==> src/sv/i2cm_pkg.sv <==
`timescale 1ns / 1ps
`default_nettype none
// ----------------------------------------------------------------------------
// i2cm_pkg
// Shared types and constants for the bit-level I2C master: word formats on
// both queues, command classes and the sequencer step codes.
// ----------------------------------------------------------------------------
package i2cm_pkg;

    // configuration register width and reset value
    localparam int unsigned HoldWidth = 16;
    localparam logic [HoldWidth-1:0] HoldReset = 16'd100;

    // bit slots in one byte transfer before the ack slot
    localparam logic [3:0] DataBits = 4'd8;

    // command classes, codes match the op field
    typedef enum logic [2:0] {
        OP_NONE  = 3'd0,
        OP_START = 3'd1,
        OP_STOP  = 3'd2,
        OP_WRITE = 3'd3,
        OP_READ  = 3'd4
    } op_t;

    // sequencer step within the active command
    typedef enum logic [2:0] {
        ST_IDLE = 3'd0,
        ST_ONE  = 3'd1,
        ST_TWO  = 3'd2,
        ST_THREE = 3'd3,
        ST_FOUR = 3'd4
    } step_t;

    // input word as seen on the port
    typedef struct packed {
        logic [2:0] op;
        logic [7:0] tx_byte;
        logic       send_nack;
        logic       sda_in;
    } in_word_t;

    // classified word held between front and sequencer
    typedef struct packed {
        op_t        op;
        logic [7:0] shift_init;
        logic       send_nack;
        logic       sda_in;
    } cmd_word_t;

    // result word
    typedef struct packed {
        logic       scl_out;
        logic       sda_out;
        logic       busy_res;
        logic       done_res;
        logic [7:0] rx_byte;
        logic       acked;
    } res_word_t;

endpackage
`default_nettype wire

==> src/sv/i2c_bit_level_master.sv <==
`timescale 1ns / 1ps
`default_nettype none
// A word accepted at the port is first registered in the command queue; the
// sequencer update and the result queue write for it then share one edge,
// once the result queue has room.
// Throughput: one word per cycle while the result side keeps up; the sequencer updates once per word.
// Reset: both queues empty, SCL and SDA released, hold length 100 ticks.
// ----------------------------------------------------------------------------
// i2c_bit_level_master
// Bit-level I2C master: front decode and command queue, tick sequencer, and
// a result queue toward the consumer.
// ----------------------------------------------------------------------------
module i2c_bit_level_master (
    input  wire logic                           clk,
    input  wire logic                           rst_n,
    input  wire logic                           push,
    output logic                                full,
    input  wire i2cm_pkg::in_word_t             item,
    output logic                                empty,
    input  wire logic                           pop,
    output i2cm_pkg::res_word_t                 result,
    input  wire logic                           wr_en,
    input  wire logic [i2cm_pkg::HoldWidth-1:0] wr_data
);
    import i2cm_pkg::*;

    cmd_word_t cmd_in;
    cmd_word_t cmd_out;
    logic      cmd_empty;
    logic      cmd_pop;
    res_word_t res_in;
    logic      res_full;
    logic      res_push;

    // word classification
    i2cm_front u_front (
        .item (item),
        .cmd  (cmd_in)
    );

    // command queue
    i2cm_queue #(
        .data_t (cmd_word_t)
    ) u_cmd_queue (
        .clk   (clk),
        .rst_n (rst_n),
        .push  (push),
        .wdata (cmd_in),
        .full  (full),
        .pop   (cmd_pop),
        .rdata (cmd_out),
        .empty (cmd_empty)
    );

    // bit sequencer
    i2cm_seq u_seq (
        .clk       (clk),
        .rst_n     (rst_n),
        .wr_en     (wr_en),
        .wr_data   (wr_data),
        .cmd       (cmd_out),
        .cmd_empty (cmd_empty),
        .cmd_pop   (cmd_pop),
        .res_full  (res_full),
        .res_push  (res_push),
        .res       (res_in)
    );

    // result queue
    i2cm_queue #(
        .data_t (res_word_t)
    ) u_res_queue (
        .clk   (clk),
        .rst_n (rst_n),
        .push  (res_push),
        .wdata (res_in),
        .full  (res_full),
        .pop   (pop),
        .rdata (result),
        .empty (empty)
    );

    // every consumed command word yields exactly one result word
    a_word_balance: assert property (@(posedge clk) disable iff (!rst_n)
        cmd_pop == res_push)
        else $error("command pop and result push out of step");

    // a finishing tick leaves the sequencer idle
    a_done_idle: assert property (@(posedge clk) disable iff (!rst_n)
        (!empty && result.done_res) |-> !result.busy_res)
        else $error("done reported while still busy");

    // no command word is taken while the result queue is full
    a_no_tick_full: assert property (@(posedge clk) disable iff (!rst_n)
        res_full |-> !cmd_pop)
        else $error("sequencer ran with result queue full");

endmodule
`default_nettype wire

==> src/sv/i2cm_queue.sv <==
`timescale 1ns / 1ps
`default_nettype none
// ----------------------------------------------------------------------------
// i2cm_queue
// Two-entry register queue; push and pop may happen in the same cycle, so a
// word per cycle passes through while the far side keeps up.
// ----------------------------------------------------------------------------
module i2cm_queue #(
    parameter type data_t = logic [7:0]
) (
    input  wire logic  clk,
    input  wire logic  rst_n,
    input  wire logic  push,
    input  wire data_t wdata,
    output logic       full,
    input  wire logic  pop,
    output data_t      rdata,
    output logic       empty
);

    logic [1:0] count_reg;
    logic [1:0] count_next;
    data_t      slot0_reg;
    data_t      slot0_next;
    data_t      slot1_reg;
    data_t      slot1_next;
    logic       do_push;
    logic       do_pop;

    // handshake qualification
    assign full    = (count_reg == 2'd2);
    assign empty   = (count_reg == 2'd0);
    assign do_push = push && !full;
    assign do_pop  = pop && !empty;
    assign rdata   = slot0_reg;

    // slot and fill count update
    always_comb
    begin
        slot0_next = slot0_reg;
        slot1_next = slot1_reg;
        count_next = count_reg;
        case ({do_push, do_pop})
            2'b10:
            begin
                if (count_reg == 2'd0)
                    slot0_next = wdata;
                else
                    slot1_next = wdata;
                count_next = count_reg + 2'd1;
            end
            2'b01:
            begin
                slot0_next = slot1_reg;
                count_next = count_reg - 2'd1;
            end
            2'b11:
            begin
                if (count_reg == 2'd1)
                begin
                    slot0_next = wdata;
                end
                else
                begin
                    slot0_next = slot1_reg;
                    slot1_next = wdata;
                end
            end
            default:
            begin
            end
        endcase
    end

    // fill count
    always_ff @(posedge clk or negedge rst_n)
    begin
        if (!rst_n)
            count_reg <= 2'd0;
        else
            count_reg <= count_next;
    end

    // payload slots
    always_ff @(posedge clk)
    begin
        slot0_reg <= slot0_next;
        slot1_reg <= slot1_next;
    end

endmodule
`default_nettype wire

==> src/sv/i2cm_front.sv <==
`timescale 1ns / 1ps
`default_nettype none
// ----------------------------------------------------------------------------
// i2cm_front
// Classifies incoming words: maps unused op codes to no command and loads
// the shift value only for byte writes.
// ----------------------------------------------------------------------------
module i2cm_front (
    input  wire i2cm_pkg::in_word_t item,
    output i2cm_pkg::cmd_word_t     cmd
);
    import i2cm_pkg::*;

    op_t op_class;

    // op decode
    always_comb
    begin
        unique case (item.op)
            OP_START: op_class = OP_START;
            OP_STOP:  op_class = OP_STOP;
            OP_WRITE: op_class = OP_WRITE;
            OP_READ:  op_class = OP_READ;
            default:  op_class = OP_NONE;
        endcase
    end

    // classified word
    always_comb
    begin
        cmd.op         = op_class;
        cmd.shift_init = (op_class == OP_WRITE) ? item.tx_byte : 8'h00;
        cmd.send_nack  = item.send_nack;
        cmd.sda_in     = item.sda_in;
    end

endmodule
`default_nettype wire

==> src/sv/i2cm_seq.sv <==
`timescale 1ns / 1ps
`default_nettype none
// ----------------------------------------------------------------------------
// i2cm_seq
// Bit sequencer: one tick per command word, drives SCL/SDA through the pin
// steps of start, stop and byte transfers and emits one result word a tick.
// ----------------------------------------------------------------------------
module i2cm_seq (
    input  wire logic                          clk,
    input  wire logic                          rst_n,
    input  wire logic                          wr_en,
    input  wire logic [i2cm_pkg::HoldWidth-1:0] wr_data,
    input  wire i2cm_pkg::cmd_word_t           cmd,
    input  wire logic                          cmd_empty,
    output logic                               cmd_pop,
    input  wire logic                          res_full,
    output logic                               res_push,
    output i2cm_pkg::res_word_t                res
);
    import i2cm_pkg::*;

    logic [HoldWidth-1:0] hold_ticks_reg;
    logic [HoldWidth-1:0] hold_len;
    step_t                step_reg;
    step_t                step_next;
    op_t                  op_reg;
    op_t                  op_next;
    logic [3:0]           bit_reg;
    logic [3:0]           bit_next;
    logic [7:0]           shift_reg;
    logic [7:0]           shift_next;
    logic [HoldWidth-1:0] hold_reg;
    logic [HoldWidth-1:0] hold_next;
    logic                 nack_reg;
    logic                 nack_next;
    logic                 scl_reg;
    logic                 scl_next;
    logic                 sda_reg;
    logic                 sda_next;
    logic [7:0]           rx_reg;
    logic [7:0]           rx_next;
    logic                 ack_reg;
    logic                 ack_next;
    logic                 tick;
    logic                 enter;
    logic                 finish;
    logic                 done;

    // a tick runs when a word waits and the result queue has room
    assign tick     = !cmd_empty && !res_full;
    assign cmd_pop  = tick;
    assign res_push = tick;
    assign hold_len = (hold_ticks_reg == '0) ? {{(HoldWidth-1){1'b0}}, 1'b1} : hold_ticks_reg;

    // hold length register
    always_ff @(posedge clk or negedge rst_n)
    begin
        if (!rst_n)
            hold_ticks_reg <= HoldReset;
        else if (wr_en)
            hold_ticks_reg <= wr_data;
    end

    // next state: command load, hold countdown, step advance, shifting, ack and rx capture
    always_comb
    begin
        step_next  = step_reg;
        op_next    = op_reg;
        bit_next   = bit_reg;
        shift_next = shift_reg;
        hold_next  = hold_reg;
        nack_next  = nack_reg;
        rx_next    = rx_reg;
        ack_next   = ack_reg;
        enter      = 1'b0;
        finish     = 1'b0;
        done       = 1'b0;
        if (tick)
        begin
            if (step_reg != ST_IDLE)
            begin
                if (hold_reg <= {{(HoldWidth-1){1'b0}}, 1'b1})
                begin
                    unique case (op_reg)
                        OP_START:
                        begin
                            unique case (step_reg)
                                ST_ONE:   step_next = ST_TWO;
                                ST_TWO:   step_next = ST_THREE;
                                ST_THREE: step_next = ST_FOUR;
                                default:  finish = 1'b1;
                            endcase
                        end
                        OP_STOP:
                        begin
                            unique case (step_reg)
                                ST_ONE:  step_next = ST_TWO;
                                ST_TWO:  step_next = ST_THREE;
                                default: finish = 1'b1;
                            endcase
                        end
                        OP_WRITE, OP_READ:
                        begin
                            unique case (step_reg)
                                ST_ONE:
                                begin
                                    step_next = ST_TWO;
                                end
                                ST_TWO:
                                begin
                                    if (bit_reg < DataBits)
                                    begin
                                        shift_next = {shift_reg[6:0],
                                                      (op_reg == OP_READ) && cmd.sda_in};
                                        bit_next   = bit_reg + 4'd1;
                                        step_next  = ST_ONE;
                                    end
                                    else
                                    begin
                                        if (op_reg == OP_WRITE)
                                            ack_next = !cmd.sda_in;
                                        step_next = ST_THREE;
                                    end
                                end
                                default:
                                begin
                                    finish = 1'b1;
                                end
                            endcase
                        end
                        default:
                        begin
                            finish = 1'b1;
                        end
                    endcase
                    if (finish)
                    begin
                        if (op_reg == OP_READ)
                            rx_next = shift_reg;
                        step_next = ST_IDLE;
                        op_next   = OP_NONE;
                        bit_next  = 4'd0;
                        hold_next = '0;
                        done      = 1'b1;
                    end
                    else
                    begin
                        enter = 1'b1;
                    end
                end
                else
                begin
                    hold_next = hold_reg - {{(HoldWidth-1){1'b0}}, 1'b1};
                end
            end
            else if (cmd.op != OP_NONE)
            begin
                op_next    = cmd.op;
                shift_next = cmd.shift_init;
                nack_next  = cmd.send_nack;
                bit_next   = 4'd0;
                step_next  = ST_ONE;
                enter      = 1'b1;
            end
            if (enter)
                hold_next = hold_len;
        end
    end

    // pin levels for a step being entered
    always_comb
    begin
        scl_next = scl_reg;
        sda_next = sda_reg;
        if (enter)
        begin
            unique case (op_next)
                OP_START:
                begin
                    unique case (step_next)
                        ST_ONE:   sda_next = 1'b1;
                        ST_TWO:   scl_next = 1'b1;
                        ST_THREE: sda_next = 1'b0;
                        default:  scl_next = 1'b0;
                    endcase
                end
                OP_STOP:
                begin
                    unique case (step_next)
                        ST_ONE:  sda_next = 1'b0;
                        ST_TWO:  scl_next = 1'b1;
                        default: sda_next = 1'b1;
                    endcase
                end
                default:
                begin
                    unique case (step_next)
                        ST_ONE:
                        begin
                            scl_next = 1'b0;
                            if (bit_next < DataBits)
                                sda_next = (op_next == OP_WRITE) ? shift_next[7] : 1'b1;
                            else
                                sda_next = (op_next == OP_WRITE) ? 1'b1 : nack_next;
                        end
                        ST_TWO:  scl_next = 1'b1;
                        default: scl_next = 1'b0;
                    endcase
                end
            endcase
        end
    end

    // result word from the updated state
    always_comb
    begin
        res.scl_out  = scl_next;
        res.sda_out  = sda_next;
        res.busy_res = (step_next != ST_IDLE);
        res.done_res = done;
        res.rx_byte  = rx_next;
        res.acked    = ack_next;
    end

    // sequencer state
    always_ff @(posedge clk or negedge rst_n)
    begin
        if (!rst_n)
        begin
            step_reg  <= ST_IDLE;
            op_reg    <= OP_NONE;
            bit_reg   <= 4'd0;
            shift_reg <= 8'h00;
            hold_reg  <= '0;
            nack_reg  <= 1'b0;
            scl_reg   <= 1'b1;
            sda_reg   <= 1'b1;
            rx_reg    <= 8'h00;
            ack_reg   <= 1'b0;
        end
        else
        begin
            step_reg  <= step_next;
            op_reg    <= op_next;
            bit_reg   <= bit_next;
            shift_reg <= shift_next;
            hold_reg  <= hold_next;
            nack_reg  <= nack_next;
            scl_reg   <= scl_next;
            sda_reg   <= sda_next;
            rx_reg    <= rx_next;
            ack_reg   <= ack_next;
        end
    end

endmodule
`default_nettype wire

==> config.mk <==
export PLATFORM = sky130hd
export DESIGN_NAME = i2c_bit_level_master
export DESIGN_NICKNAME = d
export VERILOG_FILES = /design/src/sv/i2cm_pkg.sv /design/src/sv/i2c_bit_level_master.sv /design/src/sv/i2cm_queue.sv /design/src/sv/i2cm_front.sv /design/src/sv/i2cm_seq.sv
export SDC_FILE = /design/constraint.sdc
export NUM_CORES = 1
export LEC_CHECK = 0
export BUFFER_PORTS_ARGS = -buffer_cell sky130_fd_sc_hd__buf_2
export CAP_MARGIN = 15
export CORE_ASPECT_RATIO = 0.75
export CORE_UTILIZATION = 43
export CTS_CLUSTER_SIZE = 30
export DETAILED_ROUTE_END_ITERATION = 16
export SYNTH_ARGS = -nofsm -noshare
export SYNTH_HDL_FRONTEND = slang
export SYNTH_SLANG_ARGS = --single-unit
==> constraint.sdc <==
create_clock -name clk -period 3.6 [get_ports clk]
set_clock_uncertainty 0.1 [all_clocks]
set_input_delay 0.18 -clock clk [delete_from_list [all_inputs] [get_ports clk]]
set_output_delay 0.18 -clock clk [all_outputs]
set_load 0.05 [all_outputs]
==> out/results.ini, run 1 <==
[clock_tree]
clock_sinks = 118
clock-root-buffer = clkbuf_16
worst_skew_pair.late_latency_ns = 0.41
cts_tree = done
post_cts_resized = 0
clk_pin_slew_worst_paths_ns = 0.06
htree_levels = 4
cts_buffers = 17
ctsLongestPathBuffers = 2

[final_layout]
drive_above_1_share_pct = 22.19
antenna_cells = 0
final_core_util_pct = 53.77
instances_no_fill = 784
fin_nets = 649
syn2layout_area_growth_pct = 21.15

[placement]
port-buffer-count = 48
hpwl_um = 9669
place.gp.congestion = 0.8721
dp.cells = 731

[timing]
slew_headroom_pct = 42.50
finalCritPeriodShare_pct = 90.42
hold_ws_ns = 0.02744
tightest_slew_ns = 0.8607
period_needed_ns = 3.255
drv_slew = 0
fmax_ghz = 0.3072
finalHoldViolCount = 0
tns_ns = 0
finalSetupViolations = 0
grt_setup_unrepaired = no

[power_and_ir_drop]
net-switching-power_mw = 2.567
peakVddDrop_mv = 0.4900
seqPwrFrac_pct = 38.3
p_sw_share_pct = 40.26
power_frac_comb_pct = 37.5
p_leak_nw = 2.915
p_int_mw = 3.810
clock_power_share_pct = 24.3
power_density_mw_per_mm2 = 907.9

[worst_setup_path]
critPathMaxStageDelay_ns = 0.63
path_max_fanout = 6
reg2reg_setup_slack_ns = 0.34
cp-start-kind = flip-flop
path_cells = nor4_1 > nand3b_1 > or4_1 > inv_1 > nor2_1 > a21oi_1 > o21ai_0 > a31oi_1 > a22o_1
path_class = reg -> reg
cp_data_required_time_ns = 3.77
end_kind = flip-flop
crit_slowest_cell = nor4_1
worstPathArrival_ns = 3.43

[routing]
drt-initial-drc-count = 331
wl_per_cell_um = 17.51
drc = 0
vias = 4480
firstDrtPassIters = 5
detail-route-antenna-nets = 0
wirelength_um = 13730
viasPerCell = 5.714

[synthesis]
synthesis.area_mm2 = 0.005798
synth_edf_count = 52
synth.area.mux_share_pct = 5.222
synthCells = 522
synth_cell_types = 60
synth_compound_area_share_pct = 18.04
syn_area_per_cell_um2 = 11.11
synthesis.nets = 571
synth_xor_area_share_pct = 0.6042
yosysWarnings = 0
yosysSeqAreaShare_pct = 55.52
synthSimpleGateAreaFrac_pct = 14.42
yosys.area_share.adder_pct = 3.237
synthArstFlopShare_pct = 55.93
synth_top_family_by_area = compound AO/OA/AOI/OAI gates
ys.flop_type = dfrtp_1
ys_seq_elements = 118

[grt]
antenna_found_initial = 0
grt_pass1_vias = 4190
grt.total_usage_pct = 21.64
grt_pass1_wl_um = 22700
grt_max_degree = 55
grt-ovfl-total = 0

[floorplanning]
die_h_um = 102.6
initial_utilization_pct = 44.39
num_io_pins = 49
fp.coreArea_mm2 = 0.01306
die_x_um = 136.1
die_area_mm2 = 0.01396
rows = 36

[run]
drv_cap = 0

[status]
status = completed

[hold_path]
hp-class = in -> reg

==> cells in the mapped netlist (all sizes together), types with 5 or more instances <==
cell type	count	area, um^2
o211ai	5	37.54
nand3	5	25.02
or3	5	31.28
a22o	25	219.0
edfxtp	52	1562
a22oi	13	97.59
inv	18	67.56
dfrtp	61	1526
mux2	26	292.8
ha	15	187.7
nor2b	8	50.05
a32oi	7	61.31
nand2b	5	31.28
nor2	35	131.4
dfstp	5	131.4
nand2	38	145.1
nand3b	5	37.54
and3	13	81.33
nor4	11	90.08
clkbuf	22	82.58
o21ai	48	240.2
a21oi	27	135.1
nor3	13	65.06
==> logic make-up after synthesis <==
family / Yosys count
AO/OA/AOI/OAI: 155
buffers and inverters: 45
AND/OR/NAND/NOR: 158
multiplexers: 27
adder cells (fa/ha/maj): 15
flip-flops: 118
XOR/XNOR: 4
==> cell usage in the layout, fill, tap and decap left out, types with 17 or more instances in the layout <==
master,count
inv_1,18
a22o_1,25
o21ai_0,47
buf_2,48
mux2_2,26
nor2_1,35
dlygate4sd3_1,21
a21oi_1,27
edfxtp_1,52
dfrtp_1,61
clkbuf_16,17
nand2_1,37
==> routing by layer <==
layer | vias up | global-route usage [%] | share of wire [%]
met1 | 2194 | 34.63 | 53
met3 | 11 | 5.605 | 6.8
met2 | 159 | 28.35 | 40
met5 | - | 0 | 0
met4 | 0 | 5.470 | 0.76
li1 | 2116 | - | -
==> per-stage QoR <==
stage	instance area [um^2]	setup WS [ns]	total power [mW]
final	7024	0.3450	6.378
after global routing	7024	0.1247	6.790
after CTS	7024	0.4124	6.389
after detailed placement	6272	0.4154	4.800
after global placement	6272	0.5525	4.757
after floorplan	5798	0.5012	4.095
==> what timing repair did <==
item                                    4_1_cts  5_1_grt
endpoints found under the setup margin        0        0
hold endpoints to repair                     33        0
hold buffers                                 21        0
buffers inserted                              0        0
==> layout make-up <==
cell class | instances | area, um^2
Sequential cell | 118 | 3219
Clock buffer | 19 | 432.9
Multi-Input combinational cell | 359 | 2407
Tap cell | 171 | 214.0
Timing Repair Buffer | 85 | 570.5
Clock inverter | 13 | 108.9
Fill cell | 1170 | 6038
Inverter | 19 | 71.32
==> worst max-delay path, delay by kind of cell, from the launching register on <==
family	cells	cell delay (ns)
DFF	1	0.42
buffers and inverters	1	0.19
and+or+nand+nor	4	1.58
AOI/OAI and AO/OA	4	0.82
==> final timing paths <==
path / startpoint / endpoint / depth (start not counted)
max: u_seq.hold_reg[3]$_DFFE_PN0P_ / u_res_queue.rdata[12]$_DFFE_PP_ / 9
min: item[5] / u_cmd_queue.slot1_reg[5]$_DFFE_PP_ / 2
max reg2reg: u_seq.hold_reg[3]$_DFFE_PN0P_ / u_res_queue.rdata[12]$_DFFE_PP_ / 9
min reg2reg: u_seq.sda_reg$_DFF_PN1_ / u_seq.sda_reg$_DFF_PN1_ / 2
max in group asynchronous: rst_n / u_res_queue.count_reg[1]$_DFFE_PN0P_ / 3
min in group asynchronous: rst_n / u_seq.hold_ticks_reg[1]$_DFFE_PN0P_ / 2
==> power by group through the flow <==
stage	Combinational, mW	Sequential, mW	Clock (mW)
final	2.39	2.44	1.55
after floorplan	1.54	2.56	0
after global routing	2.63	2.51	1.66
after CTS	2.37	2.44	1.58
after detailed placement	2.35	2.45	0
after global placement	2.31	2.44	0
No activity file was read; power rests on OpenSTA's default activity.
==> run 2, diff against run 1 <==
--- a/config.mk
+++ b/config.mk
@@ -5,10 +5,11 @@
 export SDC_FILE = /design/constraint.sdc
 export NUM_CORES = 1
 export LEC_CHECK = 0
+export ABC_AREA = 1
 export BUFFER_PORTS_ARGS = -buffer_cell sky130_fd_sc_hd__buf_2
 export CAP_MARGIN = 15
 export CORE_ASPECT_RATIO = 0.75
-export CORE_UTILIZATION = 43
+export CORE_UTILIZATION = 40
 export CTS_CLUSTER_SIZE = 30
 export DETAILED_ROUTE_END_ITERATION = 16
 export SYNTH_ARGS = -nofsm -noshare
==> out/results.ini, run 2 <==
[grt]
grt_max_degree = 46  ; -16%
antenna_found_initial = 0  ; unchanged
grt.total_usage_pct = 19.88  ; -1.8 points
grt-ovfl-total = 0  ; unchanged
grt_pass1_vias = 4753  ; +13%
grt_pass1_wl_um = 23650  ; +4.2%

[synthesis]
synthesis.area_mm2 = 0.006107  ; +5.3%
synthTopCellsByCount = 177 x nand2_1, 89 x inv_1, 63 x o21ai_0, 61 x dfrtp_1, 52 x edfxtp_1
synth_top_area_share_pct = 25.57  ; -1.4 points
synthesis.nets = 736  ; +29%
syn_area_per_cell_um2 = 8.890  ; -20%
synth_area_leaders = edfxtp_1 26%, dfrtp_1 25%, nand2_1 11%
synthCells = 687  ; +32%
synth_cell_types = 43  ; -28%
ys_seq_elements = 118  ; unchanged
yosysSeqAreaShare_pct = 52.71  ; -2.8 points
synthArstFlopShare_pct = 55.93  ; unchanged
yosysWarnings = 0  ; unchanged
yosysTopAreaCell = edfxtp_1
synth_edf_count = 52  ; unchanged
yosysMostFrequentCell = nand2_1
ys.flop_type = dfrtp_1

[placement]
hpwl_um = 9903  ; +2.4%
dp.cells = 928  ; +27%
port-buffer-count = 48  ; unchanged
dpl_worst_slack_ns = 0.8206  ; +0.4053 ns
place.gp.congestion = 1.001  ; +15%

[worst_setup_path]
cp_data_required_time_ns = 3.67  ; -0.10 ns
path_max_fanout = 15  ; +9
setup.worst_path.end = u_res_queue.rdata[11]$_DFFE_PP_
end_kind = flip-flop
cp-start-kind = flip-flop
path_cells = inv_1 > ha_1 > nor2_1 > inv_1 > nor2_4 > inv_1 > nand2_1 > nand2_1 > a21oi_1 > nand2_1 > nand4_1 > nand3_1 > nand2_1 > nand2_1 > nand3_2 > nand2_2 > nand2_1 > nand2_1
timing.rr.end = u_res_queue.rdata[11]$_DFFE_PP_
path_class = reg -> reg
cpMostUsedCell = nand2_1
reg2reg_setup_slack_ns = 0.81  ; +0.47 ns
worstPathArrival_ns = 2.86  ; -0.57 ns
critPathMaxStageDelay_ns = 0.38  ; -0.25 ns
critPathLaunch = u_cmd_queue.count_reg[0]$_DFFE_PN0P_
ff2ff_path_depth = 18  ; +9
crit_slowest_cell = dfrtp_1
r2r_start = u_cmd_queue.count_reg[0]$_DFFE_PN0P_

[clock_tree]
cts_tree = done
cts_setup_buffers = 0  ; unchanged
clock-root-buffer = clkbuf_16
clock_sinks = 118  ; unchanged
htree_levels = 4  ; unchanged
cts_buffers = 17  ; unchanged
ctsLongestPathBuffers = 2  ; unchanged
post_cts_resized = 0  ; unchanged
worst_skew_pair.late_latency_ns = 0.42  ; about the same
clk_pin_slew_worst_paths_ns = 0.05  ; about the same
hold_buffers = 28  ; +33%

[power_and_ir_drop]
total_power_mw = 7.049  ; +11%
power_density_mw_per_mm2 = 947.9  ; +4.4%
peakVddDrop_mv = 0.4748  ; -3.1%
p_leak_nw = 3.536  ; +21%

[timing]
slew_headroom_pct = 45.43  ; +2.9 points
tns_ns = 0  ; unchanged
drv_slew = 0  ; unchanged
finalHoldViolCount = 0  ; unchanged
setup_slack_ns = 0.8114  ; +0.4665 ns
hold_ws_ns = 0.06305  ; +0.03561 ns
fmax_ghz = 0.3586  ; +17%
grt_setup_unrepaired = no
finalSetupViolations = 0  ; unchanged
tightest_slew_ns = 0.8186  ; -0.04206 ns
period_needed_ns = 2.789  ; -0.4665 ns
finalCritPeriodShare_pct = 77.46  ; -13 points

[floorplanning]
initial_utilization_pct = 41.57  ; -2.8 points
die_area_mm2 = 0.01577  ; +13%
fp.coreArea_mm2 = 0.01469  ; +12%
die_h_um = 109.0  ; +6.3%
num_io_pins = 49  ; unchanged
die_x_um = 144.7  ; +6.3%
rows = 38  ; +5.6%

[routing]
drc = 0  ; unchanged
firstDrtPassIters = 5  ; unchanged
wl_per_cell_um = 14.37  ; -18%
vias = 4900  ; +9.4%
detail-route-antenna-nets = 0  ; unchanged
wirelength_um = 14210  ; +3.5%
viasPerCell = 4.954  ; -13%
drt-initial-drc-count = 403  ; +22%

[final_layout]
drive_above_1_share_pct = 17.24  ; -4.9 points
layout_commonest_cell = nand2_1
antenna_cells = 0  ; unchanged
layout_common_cells = 177 x nand2_1, 89 x inv_1, 62 x o21ai_0, 61 x dfrtp_1, 52 x edfxtp_1
multi_input_area_mm2 = 0.002462  ; +2.3%
syn2layout_area_growth_pct = 21.76
fill_cells = 1341  ; +15%
instances_no_fill = 989  ; +26%
fin_nets = 825  ; +27%
final-seq-area_mm2 = 0.003219  ; unchanged

[run]
drv_cap = 0  ; unchanged

[status]
status = completed

[hold_path]
hp-class = in -> reg

## run 2: cell count changes in the layout (fill, tap and decap cells not counted), moves of 11 or more
cell	delta
nand2_1	+140
inv_1	+71
nand3_1	+27
a22o_1	-22
mux2_2	-25
and3_1	-12
o21ai_1	+17
a22oi_1	-11
o21ai_0	+15
## run 2: layout make-up
class | count | share of cell area, %
Multi-Input combinational cell | 456 | 33.11
Timing Repair Buffer | 86 | 8.178
Clock inverter | 9 | 0.7235
Inverter | 97 | 4.897
Clock buffer | 23 | 6.428
Sequential cell | 118 | 43.29
Tap cell | 200 | 3.365
## run 2: critical path, delay by kind of cell (launching register included)
kind / cells / cell delay [ns]
adders and majority gates: 1 / 0.24
DFF: 1 / 0.38
AOI/OAI and AO/OA: 1 / 0.18
buffers and inverters: 3 / 0.48
and+or+nand+nor: 13 / 1.15
## run 2: report_power, final
group	total (mW)	internal (mW)	switching, mW
clock network	1.52	0.924	0.595
logic	3.13	0.949	2.18
registers	2.40	2.08	0.315
total	7.05	3.96	3.09
## run 2: logic make-up after synthesis
kind of cell / synth area share, %
AOI/OAI and AO/OA: 11.80
DFF: 52.71
muxes: 0.1844
xor gates and xnor gates: 2.295
and+or+nand+nor: 22.88
buffers and inverters: 7.048
adders and majority gates: 3.073
## run 2: worst min path at each step
stage                    start                                   end  cells after the start
finish                item[11]   u_cmd_queue.slot1_reg[11]$_DFFE_PP_                      3
CTS                   item[11]   u_cmd_queue.slot1_reg[11]$_DFFE_PP_                      3
floorplan                rst_n  u_cmd_queue.count_reg[0]$_DFFE_PN0P_                      0
global placement    wr_data[1]   u_seq.hold_ticks_reg[1]$_DFFE_PN0P_                      3
detailed placement     item[1]    u_cmd_queue.slot1_reg[1]$_DFFE_PP_                      1
global route          item[11]   u_cmd_queue.slot1_reg[11]$_DFFE_PP_                      3
## run 2: through the flow
stage	instance area [um^2]	util [%]
after global routing	7436	50.61
after global placement	6604	44.95
final	7436	50.61
after CTS	7416	50.48
after floorplan	6107	-
after detailed placement	6604	44.95
## run 2: per-layer routing
layer  wire (um)  part of all wire, %  track usage (%)  up-vias
li1            -                    -                -     2447
met1        7194                   51            28.53     2303
met2        6018                   42            28.91      129
met3         793                  5.6            5.138       21
met4         205                  1.4            6.917        0
met5           0                    0                0        -
==> run 3, diff against run 2 <==
==> constraint.sdc (replaced) <==
create_clock -name clk -period 2.89 [get_ports clk]
set_clock_uncertainty 0.1 [all_clocks]
set_input_delay 0.1445 -clock clk [delete_from_list [all_inputs] [get_ports clk]]
set_output_delay 0.1445 -clock clk [all_outputs]
set_load 0.05 [all_outputs]
==> out/results.ini, run 3 (synthesized netlist as in run 2, its figures left out) <==
[status]
status = completed

[clock_tree]
cts_tree = done
worst_skew_pair.late_latency_ns = 0.43  ; about the same
clk_pin_slew_worst_paths_ns = 0.05  ; about the same
htree_levels = 4  ; unchanged
clock-root-buffer = clkbuf_16
ctsLongestPathBuffers = 2  ; unchanged
cts_setup_buffers = 0  ; unchanged
cts_buffers = 17  ; unchanged
clock_sinks = 118  ; unchanged

[routing]
detail-route-antenna-nets = 0  ; unchanged
firstDrtPassIters = 5  ; unchanged
wirelength_um = 13970  ; -1.7%
viasPerCell = 4.891  ; -1.3%
vias = 4862  ; -0.78%
drt-initial-drc-count = 303  ; -25%
wl_per_cell_um = 14.06  ; -2.2%
drc = 0  ; unchanged

[timing]
setup_slack_ns = 0.1930  ; -0.6185 ns
tns_ns = 0  ; unchanged
period_needed_ns = 2.697  ; -0.09154 ns
finalSetupViolations = 0  ; unchanged
slew_headroom_pct = 53.09  ; +7.7 points
finalCritPeriodShare_pct = 93.32  ; +16 points
tightest_slew_ns = 0.6983  ; -0.1203 ns
fmax_ghz = 0.3708  ; +3.4%
drv_slew = 0  ; unchanged
finalHoldViolCount = 0  ; unchanged
grt_setup_unrepaired = no

[floorplanning]
fp.coreArea_mm2 = 0.01469  ; unchanged
rows = 38  ; unchanged
die_h_um = 109.0  ; unchanged
die_x_um = 144.7  ; unchanged
initial_utilization_pct = 41.57  ; unchanged
die_area_mm2 = 0.01577  ; unchanged
num_io_pins = 49  ; unchanged

[grt]
grt_pass1_wl_um = 23760  ; +0.44%
grt_max_degree = 33  ; -28%
grt_pass1_vias = 4828  ; +1.6%
grt-ovfl-total = 0  ; unchanged
antenna_found_initial = 0  ; unchanged
grt.total_usage_pct = 20.01  ; +0.13 points

[worst_setup_path]
critPathLaunch = u_cmd_queue.count_reg[0]$_DFFE_PN0P_
path_class = reg -> reg
cp_data_required_time_ns = 2.96  ; -0.71 ns
r2r_start = u_cmd_queue.count_reg[0]$_DFFE_PN0P_
path_max_fanout = 13  ; -2
worstPathArrival_ns = 2.77  ; -0.09 ns
end_kind = flip-flop
cp-start-kind = flip-flop

[power_and_ir_drop]
peakVddDrop_mv = 0.5130  ; +8.0%
p_leak_nw = 3.576  ; +1.1%
net-switching-power_mw = 3.883  ; +26%
p_sw_share_pct = 42.75  ; -1.1 points
seqPwrFrac_pct = 33.0  ; -1.0 points
clock_power_share_pct = 22.8  ; +1.3 points
power_density_mw_per_mm2 = 1209  ; +28%
p_int_mw = 5.199  ; +31%
power_frac_comb_pct = 44.3  ; about the same

[hold_path]
hold_path.startpoint = item[10]
hp-class = in -> reg

[final_layout]
layout_commonest_cell = nand2_1
antenna_cells = 0  ; unchanged
drive_above_1_share_pct = 18.01  ; +0.77 points
fin_nets = 830  ; +0.61%
syn2layout_area_growth_pct = 23.01
layout_common_cells = 176 x nand2_1, 89 x inv_1, 62 x o21ai_0, 61 x dfrtp_1, 52 x edfxtp_1

[placement]
place.gp.congestion = 0.8976  ; -10%
port-buffer-count = 48  ; unchanged
dpl_worst_slack_ns = 0.2144  ; -0.6062 ns
hpwl_um = 9911  ; about the same

[run]
drv_cap = 0  ; unchanged

run 3: repair_timing:
item | CTS | global route
hold buffers | 28 | 0
setup endpoints to repair | 0 | 1
gates resized for setup | 0 | 2
endpoints found under the hold margin | 51 | 0
run 3: worst paths after layout:
path	to	slack (ns)	cells past startpoint
worst min-delay path	u_cmd_queue.slot1_reg[10]$_DFFE_PP_	0.02	3
min in group asynchronous	u_seq.hold_reg[3]$_DFFE_PN0P_	0.17	2
max in group asynchronous	u_seq.hold_ticks_reg[6]$_DFFE_PN1P_	1.75	3
worst min register to register	u_seq.nack_reg$_DFF_PN0_	0.40	2
worst max-delay path	u_res_queue.rdata[9]$_DFFE_PP_	0.19	9
worst max register to register	u_res_queue.rdata[9]$_DFFE_PP_	0.19	9
run 3: area by class of cell:
class | count | area, um^2
clock buffers | 21 | 440.4
clock inverters | 11 | 132.6
fillers | 1351 | 7179
inverters | 97 | 364.1
multi-input cells | 456 | 2472
flip-flops and latches | 118 | 3219
well taps | 200 | 250.2
repair buffers | 91 | 633.1
run 3: power groups by stage:
stage                     clock [mW]  sequential [mW]  combinational, mW
after floorplan                    0             3.22               2.68
after global placement             0             3.00               3.89
after detailed placement           0             3.02               3.97
after CTS                       2.10             2.99               4.03
after global routing            2.19             3.07               4.51
final                           2.07             2.99               4.02
run 3: stage by stage:
stage                     power (mW)  utilization [%]  cells  hold WS (ns)  instance area (um^2)
after CTS                      9.130            51.10    994      0.004711                  7507
after floorplan                5.900                -    687       -0.2511                  6117
after detailed placement       6.983            45.29    934       0.09349                  6654
after global routing           9.766            51.13    994       0.02685                  7512
final                          9.082            51.13    994       0.02280                  7512
after global placement         6.887            45.29    934       0.08802                  6654
run 3: worst max-delay path, stage by stage (launching register included):
cell and delay, ns:
dfrtp_1 0.40, inv_1 0.08, ha_1 0.24, nor2_1 0.14, inv_1 0.24, buf_4 0.24, ha_1 0.22, o21ai_0 0.21
inv_1 0.26, a22o_1 0.30
run 3: layer usage:
layer	track usage (%)	vias up	part of all wire [%]
met5	0	-	0
met4	7.820	0	1.7
met3	5.182	22	4.6
met2	28.85	120	42
met1	28.61	2254	52
li1	-	2466	-
